## src/hdl/mrd_pkg.sv

```systemverilog
`timescale 1ns / 1ps

package mrd_pkg;

  localparam int unsigned MIN_FRAME_BYTES = 21;

  localparam logic [15:0] CRC_INIT = 16'hFFFF;
  localparam logic [15:0] CRC_POLY = 16'hA001;

  localparam int unsigned APB_ADDR_W = 3;
  localparam int unsigned APB_DATA_W = 32;

  // Register word index, taken from paddr[2].
  localparam logic REG_SLAVE_ADDRESS = 1'b0;
  localparam logic [7:0] SLAVE_ADDRESS_RESET = 8'h01;

  // Frame byte positions, counted from zero.
  localparam logic [7:0] POS_VOLTAGE_FIRST = 8'd3;
  localparam logic [7:0] POS_VOLTAGE_LAST  = 8'd6;
  localparam logic [7:0] POS_CURRENT_FIRST = 8'd7;
  localparam logic [7:0] POS_CURRENT_LAST  = 8'd10;
  localparam logic [7:0] POS_POWER_FIRST   = 8'd11;
  localparam logic [7:0] POS_POWER_LAST    = 8'd14;
  localparam logic [7:0] POS_ENERGY_FIRST  = 8'd15;
  localparam logic [7:0] POS_ENERGY_LAST   = 8'd18;
  localparam logic [7:0] POS_MAX           = 8'd255;

  localparam int unsigned RESULT_W = 140;
  localparam int unsigned M_TDATA_W = 144;

  typedef struct packed {
    logic [31:0] energy_raw;
    logic [31:0] power_raw;
    logic [31:0] current_raw;
    logic [31:0] voltage_raw;
    logic [7:0]  byte_total;
    logic        length_ok;
    logic        crc_match;
    logic        address_match;
    logic        frame_good;
  } result_t;

endpackage

```

## src/hdl/modbus_rtu_response_decoder_top.sv

```systemverilog
`timescale 1ns / 1ps

// Checks Modbus RTU read-registers replies streamed one byte per transfer,
// with tlast on the final byte. Each byte passes an input register and then
// the CRC-16/MODBUS update and field capture, so a byte can be taken every
// cycle unless a final byte is held back; the final byte of a frame yields
// one registered result transfer holding the address, CRC and length checks,
// the byte count (saturating at 255) and the four big-endian 32-bit values
// from bytes 3-18. A byte that is not the final one never holds up the input
// by itself; a final byte waits in the input register, and stalls the
// transfers behind it, only while the previous result has not been taken.
// The expected slave address is register 0 (byte address 0), reset value 1.
module modbus_rtu_response_decoder_top
  import mrd_pkg::*;
(
  input  logic                  clk,
  input  logic                  rst,
  input  logic                  s_tvalid,
  output logic                  s_tready,
  input  logic [7:0]            s_tdata,   // [7:0] rx_byte
  input  logic                  s_tlast,   // end_of_frame
  output logic                  m_tvalid,
  input  logic                  m_tready,
  // [0] frame_good, [1] address_match, [2] crc_match, [3] length_ok,
  // [11:4] byte_total, [43:12] voltage_raw, [75:44] current_raw,
  // [107:76] power_raw, [139:108] energy_raw, [143:140] zero
  output logic [M_TDATA_W-1:0]  m_tdata,
  input  logic                  psel,
  input  logic                  penable,
  input  logic                  pwrite,
  input  logic [APB_ADDR_W-1:0] paddr,
  input  logic [APB_DATA_W-1:0] pwdata,
  output logic [APB_DATA_W-1:0] prdata,
  output logic                  pready
);

  logic       in_valid;
  logic [7:0] in_byte;
  logic       in_last;
  logic       advance;
  logic [7:0] slave_address;
  result_t    result;
  result_t    out_result;

  assign pready = 1'b1;

  always_ff @(posedge clk) begin
    if (rst) begin
      slave_address <= SLAVE_ADDRESS_RESET;
    end else if (psel && penable && pwrite && paddr[2] == REG_SLAVE_ADDRESS) begin
      slave_address <= pwdata[7:0];
    end
  end

  assign prdata = (paddr[2] == REG_SLAVE_ADDRESS) ? {24'd0, slave_address} : '0;

  // A held byte moves on unless it closes a frame and the result slot is busy.
  assign advance  = in_valid && (!in_last || !m_tvalid || m_tready);
  assign s_tready = !in_valid || advance;

  always_ff @(posedge clk) begin
    if (rst) begin
      in_valid <= 1'b0;
    end else if (s_tready) begin
      in_valid <= s_tvalid;
    end
  end

  always_ff @(posedge clk) begin
    if (s_tready && s_tvalid) begin
      in_byte <= s_tdata;
      in_last <= s_tlast;
    end
  end

  mrd_frame u_frame (
    .clk           (clk),
    .rst           (rst),
    .advance       (advance),
    .rx_byte       (in_byte),
    .end_of_frame  (in_last),
    .slave_address (slave_address),
    .result        (result)
  );

  always_ff @(posedge clk) begin
    if (rst) begin
      m_tvalid <= 1'b0;
    end else if (advance && in_last) begin
      m_tvalid <= 1'b1;
    end else if (m_tready) begin
      m_tvalid <= 1'b0;
    end
  end

  always_ff @(posedge clk) begin
    if (advance && in_last) begin
      out_result <= result;
    end
  end

  assign m_tdata = {{(M_TDATA_W - RESULT_W){1'b0}}, out_result};

endmodule

```

## src/hdl/mrd_crc.sv

```systemverilog
`timescale 1ns / 1ps

module mrd_crc
  import mrd_pkg::*;
(
  input  logic [15:0] crc_in,
  input  logic [7:0]  data,
  output logic [15:0] crc_out
);

  // Reflected CRC-16, eight bit steps unrolled for one byte.
  always_comb begin
    logic [15:0] acc;
    acc = crc_in ^ {8'h00, data};
    for (int k = 0; k < 8; k++) begin
      if (acc[0]) begin
        acc = (acc >> 1) ^ CRC_POLY;
      end else begin
        acc = acc >> 1;
      end
    end
    crc_out = acc;
  end

endmodule

```

## src/hdl/mrd_frame.sv

```systemverilog
`timescale 1ns / 1ps

module mrd_frame
  import mrd_pkg::*;
(
  input  logic       clk,
  input  logic       rst,
  input  logic       advance,
  input  logic [7:0] rx_byte,
  input  logic       end_of_frame,
  input  logic [7:0] slave_address,
  output result_t    result
);

  logic [15:0] crc_accum;
  logic [7:0]  byte_position;
  logic        address_seen_ok;
  logic [31:0] voltage_shift;
  logic [31:0] current_shift;
  logic [31:0] power_shift;
  logic [31:0] energy_shift;

  logic [15:0] crc_next;
  logic [7:0]  byte_position_next;
  logic        address_seen_ok_next;
  logic [31:0] voltage_shift_next;
  logic [31:0] current_shift_next;
  logic [31:0] power_shift_next;
  logic [31:0] energy_shift_next;

  mrd_crc u_crc (
    .crc_in  (crc_accum),
    .data    (rx_byte),
    .crc_out (crc_next)
  );

  always_comb begin
    address_seen_ok_next = (byte_position == 8'd0) ? (rx_byte == slave_address)
                                                   : address_seen_ok;
    voltage_shift_next = voltage_shift;
    current_shift_next = current_shift;
    power_shift_next   = power_shift;
    energy_shift_next  = energy_shift;
    if (byte_position >= POS_VOLTAGE_FIRST && byte_position <= POS_VOLTAGE_LAST) begin
      voltage_shift_next = {voltage_shift[23:0], rx_byte};
    end else if (byte_position >= POS_CURRENT_FIRST && byte_position <= POS_CURRENT_LAST) begin
      current_shift_next = {current_shift[23:0], rx_byte};
    end else if (byte_position >= POS_POWER_FIRST && byte_position <= POS_POWER_LAST) begin
      power_shift_next = {power_shift[23:0], rx_byte};
    end else if (byte_position >= POS_ENERGY_FIRST && byte_position <= POS_ENERGY_LAST) begin
      energy_shift_next = {energy_shift[23:0], rx_byte};
    end
    byte_position_next = (byte_position == POS_MAX) ? POS_MAX : byte_position + 8'd1;
  end

  always_comb begin
    result.address_match = address_seen_ok_next;
    result.crc_match     = (crc_next == 16'h0000);
    result.length_ok     = (byte_position_next >= 8'(MIN_FRAME_BYTES));
    result.frame_good    = result.address_match & result.crc_match & result.length_ok;
    result.byte_total    = byte_position_next;
    result.voltage_raw   = voltage_shift_next;
    result.current_raw   = current_shift_next;
    result.power_raw     = power_shift_next;
    result.energy_raw    = energy_shift_next;
  end

  // The last byte of a frame clears the frame state for the next one.
  always_ff @(posedge clk) begin
    if (rst) begin
      crc_accum       <= CRC_INIT;
      byte_position   <= 8'd0;
      address_seen_ok <= 1'b0;
      voltage_shift   <= 32'd0;
      current_shift   <= 32'd0;
      power_shift     <= 32'd0;
      energy_shift    <= 32'd0;
    end else if (advance) begin
      if (end_of_frame) begin
        crc_accum       <= CRC_INIT;
        byte_position   <= 8'd0;
        address_seen_ok <= 1'b0;
        voltage_shift   <= 32'd0;
        current_shift   <= 32'd0;
        power_shift     <= 32'd0;
        energy_shift    <= 32'd0;
      end else begin
        crc_accum       <= crc_next;
        byte_position   <= byte_position_next;
        address_seen_ok <= address_seen_ok_next;
        voltage_shift   <= voltage_shift_next;
        current_shift   <= current_shift_next;
        power_shift     <= power_shift_next;
        energy_shift    <= energy_shift_next;
      end
    end
  end

endmodule

```

## config.mk

```make
export PLATFORM = sky130hd
export DESIGN_NAME = modbus_rtu_response_decoder_top
export DESIGN_NICKNAME = d
export VERILOG_FILES = /design/src/hdl/mrd_pkg.sv /design/src/hdl/modbus_rtu_response_decoder_top.sv /design/src/hdl/mrd_crc.sv /design/src/hdl/mrd_frame.sv
export SDC_FILE = /design/constraint.sdc
export NUM_CORES = 1
export LEC_CHECK = 0
export BUFFER_PORTS_ARGS = -buffer_cell sky130_fd_sc_hd__buf_2
export CAP_MARGIN = 5
export CORE_MARGIN = 2
export CORE_UTILIZATION = 50
export CTS_CLUSTER_DIAMETER = 50
export CTS_CLUSTER_SIZE = 16
export DETAILED_ROUTE_END_ITERATION = 8
export MAX_ROUTING_LAYER = met4
export PLACE_DENSITY_LB_ADDON = 0.2
export SYNTH_ARGS = -nofsm -noshare
export SYNTH_HDL_FRONTEND = slang
export SYNTH_SLANG_ARGS = --single-unit
```

## constraint.sdc

```tcl
create_clock -name clk -period 9.2 [get_ports clk]
set_input_delay 0.92 -clock clk [delete_from_list [all_inputs] [get_ports clk]]
set_output_delay 0.92 -clock clk [all_outputs]
set_load 0.02 [all_outputs]
```

==> metrics.txt, run 1 <==
worst-path fanout max=9; CP delay by family, top=XOR/XNOR gates; CTS tree=built; Min-Delay Path Class=reg -> reg; hpwl dp=16.7 mm; Leak=6.03 nW; Post-synth ARST share=0%; CP arrival=3900 ps; CTS hold repair buffers=0; hold_sp=u_frame.current_shift[21]$_SDFFE_PP0P_; remaining global-route overflow=0; first-pass GRT wire length=43.3 mm; Bufs and invs on worst path=0; register area=0.00774 sq mm; PortBufs=174; vias in the first global route=8000; fmax=278 MHz; final wirelength=27.6 mm; drt via density=5.36; slowest stage cell, crit path=edfxtp_1; reg2reg start=in_byte[3]$_DFFE_PP_; gp weighted congestion=0.780; prevailing post-synth register cell=dfxtp_1; crit end category=flip-flop; status=completed; Antenna Nets Post-Route=0; total number of H-tree levels=2; Tot GR Track Use=20.8%; First-pass DRT Iterations=5; flop and latch count out of synthesis=312; cells resized by post-CTS repair=0; Core Region=0.0252 sq mm; Clock transition at path regs=60 ps; Setup Skew=16.7 ps; DR DRC count=0; Layout area overhead=16.7%; final hold vios=0; detail-routed net length per standard cell=17.2 microns; crit path from=in_byte[3]$_DFFE_PP_; Core Util, Final=59.5%; setup TNS=0 ps; Initial Utilization=51.0%; Pwr Density=210 mW/mm^2; setup violators final=0; count of warnings emitted by yosys=0; CP dominant cell by count=xnor2_1; Setup Buffers After CTS=0; TritonCTS Buffers=34; final worst path period share=39.1%; die width=164 microns; # IOs=230; CP Cell Sequence=xnor2_1, xnor2_1, xnor2_2, xnor2_1, xnor2_1, ha_1, xnor3_1, mux2i_1, a2111oi_2; Rel. slew slack=18.9%; crit path kind=reg -> reg; Worst EP required=9510 ps; Die ar.=0.0270 sq mm; RSZ-0062 raised after global routing=false; post-synthesis sequential area ratio=60.3%; fillers=2113; worst-margin pin slew=1220 ps; Sink Count=312; DRT iter0 DRCs=531; nets@finish=1303; CTS root buf=clkbuf_16; share of cells above drive strength 1=27.8%; Mapped Cells=1116; final slew viol count=0; Yosys cell types=54; critical path startpoint category=flip-flop; EDFF count, synth=149; synthesized area per cell=11.5 sq um; row cnt=58; initial antenna violation count=0; Clock Latency Late Sink=510 ps; crit-path max cell delay=750 ps; clock tree buffer depth=3; multi-input logic area=0.00461 sq mm; largest net degree at the start of global routing=87; MaxCap Viol Count=0; FF-to-FF setup slack=5600 ps; antenna diode count=0; vias post-DR=8590; Die Ht=164 microns; post-layout min period=3600 ps; Cell Area, Synth=0.0128 sq mm; maximum vdd drop=135 uV
-- cell type report --
cell class	instances	area share [%]
clock buffers	42	6.59
repair buffers	186	6.43
multi-input cells	706	30.8
clock inverters	20	1.58
inverters	8	0.200
flip-flops and latches	312	51.6
well taps	330	2.76
-- per-stage QoR --
step	worst slack [ps]	instance area, sq um	total power [mW]	hold slack [ps]	std cells
6_report	5600	15000	3.15	476	1604
5_1_grt	5340	15000	3.25	494	1604
4_1_cts	5540	15000	3.18	474	1604
3_5_place_dp	5360	13800	1.72	466	1542
3_3_place_gp	5420	13800	1.72	456	1542
2_1_floorplan	1710	12900	1.68	449	1143
-- layer usage --
| layer | share of wire (%) | up-vias | GRT usage (%) |
|---|---|---|---|
| met1 | 46 | 4136 | 29.1 |
| met5 | 0 | - | - |
| met2 | 47 | 230 | 31.3 |
| met3 | 5.8 | 34 | 4.27 |
| met4 | 1.3 | 0 | 5.02 |
| li1 | - | 4190 | - |
-- state kept, by name, summed over array words and instances, names as in the netlist --
name	count
u_frame.voltage_shift	32
u_frame.byte_position	8
m_tdata	140
u_frame.current_shift	32
in_byte	8
u_frame.address_seen_ok	1
u_frame.power_shift	32
in_last	1
u_frame.crc_accum	16
m_tvalid	1
slave_address	8
in_valid	1
u_frame.energy_shift	32
-- cell usage after synthesis, types with 7 or more instances --
cell type / count / area [sq um]
nor2_1: 76 / 285
nand4_1: 8 / 50.1
o211ai_1: 8 / 60.1
mux2_2: 67 / 754
buf_4: 29 / 218
nand3_1: 17 / 85.1
a21oi_1: 56 / 280
dfxtp_1: 163 / 3260
edfxtp_1: 149 / 4470
nor2b_1: 12 / 75.1
a22oi_1: 72 / 541
mux2_4: 30 / 450
nand2_1: 173 / 649
inv_1: 7 / 26.3
clkbuf_1: 70 / 263
o21ai_0: 42 / 210
buf_2: 8 / 40.0
a22o_1: 25 / 219
xnor2_1: 27 / 236
-- cell usage in the layout (no fill, tap or decap), types with 5 or more instances in the layout --
cell / n
buf_2: 173
inv_6: 8
edfxtp_1: 149
o211ai_1: 8
conb_1: 29
nand3_1: 17
nor3_1: 5
nand4_1: 8
o21ai_0: 42
inv_1: 7
clkbuf_16: 39
a22o_1: 25
nand2_1: 173
a22oi_1: 72
xnor2_1: 27
mux2_2: 67
nor2b_1: 10
nor2_1: 75
mux2_4: 30
dfxtp_1: 163
a21oi_1: 55
and3_1: 6
buf_4: 13
-- cell families after synthesis --
kind of cell	count (synthesis)	synth area share, %
compound gates	220	11.4
xor+xnor	31	2.39
fa+ha+maj	4	0.390
buf+inv	125	4.82
flops	312	60.3
mux	100	9.62
other cells	2	0.0585
simple gates	322	11.1
-- report_power, final --
part / internal, mW / switching (mW) / leakage [nW]
clock: 0.870 / 0.590 / 0.597
combinational: 0.0772 / 0.120 / 2.62
sequential: 1.47 / 0.0195 / 2.81
total: 2.42 / 0.730 / 6.03
-- tightest hold or removal path, stage by stage, from the launching register on --
cell and delay (ps):
dfxtp_1 330, nand2_1 60, a21oi_1 50
-- path summary, 6_finish.rpt --
| kind | to | depth (start not counted) |
|---|---|---|
| worst max-delay path | m_tdata[0]$_DFFE_PP_ | 9 |
| worst min-delay path | u_frame.current_shift[29]$_SDFFE_PP0P_ | 2 |
| worst max register to register | m_tdata[0]$_DFFE_PP_ | 9 |
| worst min register to register | u_frame.current_shift[29]$_SDFFE_PP0P_ | 2 |
Power figures use the tool's default switching activity.
==> inputs of run 2 (changes only) <==
==> constraint.sdc (replaced) <==
create_clock -name clk -period 2.9 [get_ports clk]
set_input_delay 0.29 -clock clk [delete_from_list [all_inputs] [get_ports clk]]
set_output_delay 0.29 -clock clk [all_outputs]
set_load 0.02 [all_outputs]
==> run 2 against run 1 <==
Effect of this change: maximum frequency rose by 37%; die area did not move; wire length grew 2.5%; critical path type unchanged; critical path depth stayed put; clock skew rose by 1.3 ps.
==> metrics.txt, run 2 (synthesized netlist as in run 1, its figures left out) <==
Leak=6.18 nW (was 6.03 nW); Pwr Density=609 mW/mm^2 (was 210 mW/mm^2); initial antenna violation count=2 (was 0); RSZ-0062 raised after global routing=false (unchanged); TritonCTS Buffers=29 (was 34); MaxCap Viol Count=0 (unchanged); Tot GR Track Use=21.1% (was 20.8%); non-filler instance count after layout=1642 (was 1604); First-pass DRT Iterations=5 (unchanged); drt via density=5.36 (about the same); multi-input logic area=0.00468 sq mm (was 0.00461 sq mm); fillers=2089 (was 2113); Sink Count=312 (unchanged); status=completed (unchanged); first-pass GRT wire length=44.0 mm (was 43.3 mm); critical path startpoint category=flip-flop (unchanged); Setup crit end=m_tdata[0]$_DFFE_PP_ (unchanged); final hold vios=0 (unchanged); reg2reg start=in_byte[4]$_DFFE_PP_ (was in_byte[3]$_DFFE_PP_); Hold WS=34.2 ps (was 476 ps); number of flip-flops in the largest register=140 (unchanged); final slew viol count=0 (unchanged); PortBufs=174 (unchanged); clock tree buffer depth=3 (unchanged); final wirelength=28.3 mm (was 27.6 mm); crit path from=in_byte[4]$_DFFE_PP_ (was in_byte[3]$_DFFE_PP_); crit-path max cell delay=420 ps (was 750 ps); post-route setup slack=267 ps (was 5600 ps); total number of H-tree levels=1 (was 2); Die ar.=0.0270 sq mm (unchanged); vias in the first global route=8142 (was 8000); placed cell count=1568 (was 1542); worst-path fanout max=3 (was 9); hpwl dp=17.4 mm (was 16.7 mm); CP Cell Sequence=xnor2_2, xnor2_2, xnor2_2, xnor2_1, xnor2_1, ha_1, xnor3_1, mux2i_1, a2111oi_2 (was xnor2_1, xnor2_1, xnor2_2, xnor2_1, xnor2_1, ha_1, xnor3_1, mux2i_1, a2111oi_2); most common cell after layout, fill and taps aside=buf_2; worst slack at placement=101 ps (was 5360 ps); CP dominant cell by count=xnor2_2 (was xnor2_1); row cnt=58 (unchanged); maximum vdd drop=379 uV (was 135 uV); setup violators final=0 (unchanged); setup TNS=0 ps (unchanged); vias post-DR=8797 (was 8590); gp weighted congestion=0.805 (was 0.780); Worst EP required=3240 ps (was 9510 ps); remaining global-route overflow=0 (unchanged); DR DRC count=0 (unchanged); Setup Skew=18.0 ps (was 16.7 ps); Layout area overhead=18.6% (was 16.7%); FF-to-FF setup slack=270 ps (was 5600 ps); worst-margin pin slew=748 ps (was 1220 ps); Clock Latency Late Sink=550 ps (was 510 ps); most frequent cells in the layout=173 x buf_2, 172 x nand2_1, 163 x dfxtp_1, 149 x edfxtp_1, 75 x nor2_1 (was 173 x nand2_1, 173 x buf_2, 163 x dfxtp_1, 149 x edfxtp_1, 75 x nor2_1); CTS root buf=clkbuf_16 (unchanged); DRT iter0 DRCs=725 (was 531); CTS tree=built (unchanged); # IOs=230 (unchanged); die width=164 microns (unchanged); cells on worst reg2reg path=9 (unchanged); Rel. slew slack=50.2% (was 18.9%); RR Endpoint=m_tdata[0]$_DFFE_PP_ (unchanged); Die Ht=164 microns (unchanged); Core Region=0.0252 sq mm (unchanged); largest net degree at the start of global routing=79 (was 87); crit end category=flip-flop (unchanged); Initial Utilization=51.0% (unchanged); detail-routed net length per standard cell=17.2 microns (about the same); share of cells above drive strength 1=29.0% (was 27.8%); Clock transition at path regs=70 ps (was 60 ps); fmax=380 MHz (was 278 MHz); nets@finish=1343 (was 1303); slowest stage cell, crit path=edfxtp_1 (unchanged); crit path kind=reg -> reg (unchanged); register area=0.00774 sq mm (unchanged); Min-Delay Path Class=in -> reg (was reg -> reg); CP arrival=2980 ps (was 3900 ps); final worst path period share=90.8% (was 39.1%); post-layout min period=2630 ps (was 3600 ps); Antenna Nets Post-Route=0 (unchanged)
-- run 2: changes by cell type in the layout (fill, tap and decap cells not counted), moves of 2 or more --
cell	previous run	this run
diode_2	0	2
buf_12	0	5
xnor2_1	27	20
clkbuf_1	3	6
buf_4	13	36
dlygate4sd3_1	0	17
clkbuf_16	39	30
clkinv_2	1	6
xnor2_2	1	8
inv_6	8	3
-- run 2: what timing repair did --
| item | CTS | global route |
|---|---|---|
| endpoints found under the setup margin | 0 | 2 |
| resized for setup | 0 | 4 |
| endpoints found under the hold margin | 17 | 0 |
| buffers inserted | 0 | 2 |
| hold buffers | 17 | 0 |
-- run 2: worst min path at each step --
| stage | startpoint | end | cells after the start |
|---|---|---|---|
| final | s_tvalid | in_valid$_SDFFE_PP0N_ | 3 |
| after global routing | s_tvalid | in_valid$_SDFFE_PP0N_ | 3 |
| after detailed placement | u_frame.energy_shift[24]$_SDFFE_PP0P_ | u_frame.energy_shift[24]$_SDFFE_PP0P_ | 1 |
| after CTS | s_tvalid | in_valid$_SDFFE_PP0N_ | 3 |
| after global placement | u_frame.current_shift[27]$_SDFFE_PP0P_ | u_frame.current_shift[27]$_SDFFE_PP0P_ | 2 |
| after floorplan | s_tdata[0] | in_byte[0]$_DFFE_PP_ | 0 |
-- run 2: final cells by class --
class	count	area share, %
inverters	8	0.197
repair buffers	231	9.24
diodes	2	0.0329
multi-input cells	706	30.7
well taps	330	2.71
flip-flops and latches	312	50.8
clock inverters	17	1.18
clock buffers	36	5.08
-- run 2: critical path, delay by kind of cell, from the launching register on --
| kind | cells | cell delay (ps) |
|---|---|---|
| adder cells (fa/ha/maj) | 1 | 320 |
| XOR/XNOR | 6 | 1260 |
| flip-flops | 1 | 420 |
| multiplexers | 1 | 160 |
| AO/OA/AOI/OAI | 1 | 280 |
-- run 2: metal layers --
layer	vias up	global-route usage, %	wire length (microns)
met4	0	5.38	507
met3	40	3.69	1550
met5	-	-	0
li1	4269	-	-
met2	221	32.0	13200
met1	4267	29.4	13100
-- run 2: per-stage QoR --
step           util [%]  area, sq um  power, mW
2_1_floorplan         -        13000       5.33
3_3_place_gp       55.8        14100       5.50
3_5_place_dp       55.8        14100       5.51
4_1_cts            60.3        15200       9.32
5_1_grt            60.5        15200       9.62
6_report           60.5        15200       9.27
-- run 2: report_power, final --
| part | switching (mW) | internal [mW] | leakage [nW] |
|---|---|---|---|
| clock network | 1.69 | 2.12 | 0.473 |
| logic | 0.435 | 0.328 | 2.89 |
| registers | 0.0400 | 4.66 | 2.81 |
| total | 2.17 | 7.10 | 6.18 |
==> inputs of run 3 (changes only) <==
--- a/config.mk
+++ b/config.mk
@@ -16,4 +16,5 @@
 export PLACE_DENSITY_LB_ADDON = 0.2
 export SYNTH_ARGS = -nofsm -noshare
 export SYNTH_HDL_FRONTEND = slang
+export SYNTH_HIERARCHICAL = 1
 export SYNTH_SLANG_ARGS = --single-unit
==> run 3 against run 2 <==
Effect of this change: total power is 5.4% lower; synthesized cell count is 20% lower; via count is 14% lower; largest power group unchanged; non-clock buffer count is 14 lower; setup slack better by 97 ps; sequential power hardly changed; register-to-register slack better by 97 ps; clock skew is 3.6 ps lower; combinational power is 39% lower; area after synthesis is 3.1% lower; clock-buffer cell count is 3 higher.
==> metrics.txt, run 3 <==
nets@finish=1121 (was 1343); Antenna Nets Post-Route=0 (unchanged); Total Power=8.77 mW (was 9.27 mW); status=completed (unchanged); DR DRC count=0 (unchanged); EDFF count, synth=149 (unchanged); # IOs=230 (unchanged); Die Ht=162 microns (was 164 microns); Leak=5.99 nW (was 6.18 nW); flop and latch count out of synthesis=312 (unchanged); prevailing post-synth register cell=dfxtp_1 (unchanged); crit end category=flip-flop (unchanged); detail-routed net length per standard cell=17.6 microns (was 17.2 microns); Die ar.=0.0262 sq mm (was 0.0270 sq mm); Worst EP required=3180 ps (was 3240 ps); worst-margin pin slew=623 ps (was 748 ps); antenna diode count=0 (was 2); RSZ-0062 raised after global routing=false (unchanged); Cell Area, Synth=0.0124 sq mm (was 0.0128 sq mm); synthesized area per cell=13.9 sq um (was 11.5 sq um); Post-synth ARST share=0% (unchanged); row cnt=57 (was 58); most common cell in the netlist=dfxtp_1 (was nand2_1); count of warnings emitted by yosys=6 (was 0); clock tree buffer depth=3 (unchanged); First-pass DRT Iterations=5 (unchanged); Clock Latency Late Sink=540 ps (was 550 ps); vias post-DR=7541 (was 8797); Setup Skew=14.4 ps (was 18.0 ps); drt via density=5.34 (was 5.36); largest net degree at the start of global routing=65 (was 79); worst-path fanout max=32 (was 3); top cell type's share of synthesized area=36.0% (was 34.9%); setup violators final=0 (unchanged); worst slack at placement=403 ps (was 101 ps); first-pass GRT wire length=39.3 mm (was 44.0 mm); Tot GR Track Use=19.1% (was 21.1%); number of flip-flops in the largest register=140 (unchanged); post-synthesis sequential area ratio=62.2% (was 60.3%); hpwl dp=15.1 mm (was 17.4 mm); Layout area overhead=17.6% (was 18.6%); Yosys top cell by area=edfxtp_1 (unchanged); CTS root buf=clkbuf_16 (unchanged); commonest cells in the netlist=163 x dfxtp_1, 149 x edfxtp_1, 129 x mux2_2, 128 x a22o_1, 38 x buf_4 (was 173 x nand2_1, 163 x dfxtp_1, 149 x edfxtp_1, 76 x nor2_1, 72 x a22oi_1); gp weighted congestion=0.855 (was 0.805); final wirelength=24.8 mm (was 28.3 mm); Core Region=0.0244 sq mm (was 0.0252 sq mm); Min-Delay Path Class=in -> reg (unchanged); vias in the first global route=7168 (was 8142); cells on worst reg2reg path=7 (was 9); Sink Count=312 (unchanged); cell depth of the worst min-delay path=3 (unchanged); crit path kind=reg -> reg (unchanged); total number of H-tree levels=1 (unchanged); Initial Utilization=51.0% (about the same); CTS tree=built (unchanged); cells resized by post-CTS repair=0 (unchanged); maximum vdd drop=405 uV (was 379 uV); post-layout min period=2540 ps (was 2630 ps); final worst path period share=87.5% (was 90.8%); share of cells above drive strength 1=37.3% (was 29.0%); die width=162 microns (was 164 microns); CP arrival=2810 ps (was 2980 ps); Clock transition at path regs=60 ps (was 70 ps); Mapped Cells=893 (was 1116); final slew viol count=0 (unchanged); critical path startpoint category=flip-flop (unchanged); DRT iter0 DRCs=428 (was 725); initial antenna violation count=0 (was 2); remaining global-route overflow=0 (unchanged); Yosys cell types=57 (was 54); fmax=394 MHz (was 380 MHz); TritonCTS Buffers=28 (was 29); Pwr Density=599 mW/mm^2 (was 609 mW/mm^2); MaxCap Viol Count=0 (unchanged); Rel. slew slack=58.4% (was 50.2%); PortBufs=174 (unchanged); most common cell after layout, fill and taps aside=buf_2 (unchanged); final hold vios=0 (unchanged); most frequent cells in the layout=174 x buf_2, 163 x dfxtp_1, 149 x edfxtp_1, 129 x mux2_2, 128 x a22o_1 (was 173 x buf_2, 172 x nand2_1, 163 x dfxtp_1, 149 x edfxtp_1, 75 x nor2_1); Area contributors post-synth=edfxtp_1 36%, dfxtp_1 26%, mux2_2 12%, a22o_1 9.0%, buf_4 2.3% (was edfxtp_1 35%, dfxtp_1 25%, mux2_2 5.9%, nand2_1 5.1%, a22oi_1 4.2%); post-route setup slack=364 ps (was 267 ps)
==> run 3: cell types whose count changed after synthesis, sizes merged, moves of 32 or more <==
cell and delta:
nor2 -64, o21ai -36, nand2 -146, clkbuf -39, a22o +103, a21oi -49, mux2 +32, a22oi -70
==> run 3: cell families (layout without fill, tap and decap cells) <==
family | count (synthesis) | after routing | synth area share [%]
flip-flops | 312 | 312 | 62.2
AO/OA/AOI/OAI | 184 | 184 | 12.3
multiplexers | 137 | 137 | 12.3
AND/OR/NAND/NOR | 110 | 110 | 5.17
buffers and inverters | 110 | 278 | 4.95
XOR/XNOR | 35 | 35 | 2.76
adder cells (fa/ha/maj) | 3 | 3 | 0.302
other | 2 | 29 | 0.0604
==> run 3: cell type report <==
class                           instances  area, sq um
Fill cell                            1986         9760
Sequential cell                       312         7740
Multi-Input combinational cell        498         4250
Timing Repair Buffer                  217         1290
Clock buffer                           39          815
Tap cell                              324          405
Clock inverter                         12          101
Inverter                               10         37.5
==> run 3: path summary, 6_finish.rpt <==
path                                                          endpoint                                   start  slack (ps)
worst min-delay path                     slave_address[3]$_SDFFE_PP0P_                               pwdata[3]          20
worst max register to register                   m_tdata[48]$_DFFE_PP_   u_frame/byte_position[0]$_SDFFE_PP0P_         360
worst max-delay path                             m_tdata[48]$_DFFE_PP_   u_frame/byte_position[0]$_SDFFE_PP0P_         360
worst min register to register  u_frame/current_shift[24]$_SDFFE_PP0P_  u_frame/current_shift[24]$_SDFFE_PP0P_         470
==> run 3: worst max-delay path, cell delays in order, from the launching register on <==
cell     delay [ps]
dfxtp_1         530
inv_1           120
ha_1            230
or3b_2          440
o32a_1          240
nor2_4          120
buf_12          210
mux2_2          360
==> run 3: timing repair <==
action,CTS,global route
buffers inserted,0,0
hold buffers,12,0
endpoints found under the hold margin,12,0
==> run 3: metrics by stage <==
stage / area [sq um] / hold slack, ps / std cells / setup TNS [ps] / utilization (%)
after floorplan: 12600 / 389 / 920 / -24810 / -
after global placement: 13600 / 453 / 1349 / 0 / 55.8
after detailed placement: 13600 / 457 / 1349 / 0 / 55.8
after CTS: 14600 / 3.95 / 1412 / 0 / 60.0
after global routing: 14600 / 8.71 / 1412 / 0 / 60.0
final: 14600 / 18.1 / 1412 / 0 / 60.0
==> run 3: report_power, final <==
part	leakage [nW]	switching [mW]	internal, mW
combinational	2.72	0.306	0.157
clock	0.442	1.64	1.99
sequential	2.83	0.0283	4.64
total	5.99	1.97	6.80
==> run 3: metal layers <==
metal / vias to the layer above / GRT usage (%) / part of all wire, % / routed length [microns]
met5: - / - / 0 / 0
met4: 0 / 3.86 / 1.2 / 301
met3: 28 / 2.96 / 5.7 / 1420
met2: 223 / 27.9 / 44 / 10900
met1: 3640 / 28.5 / 49 / 12100
li1: 3650 / - / - / -
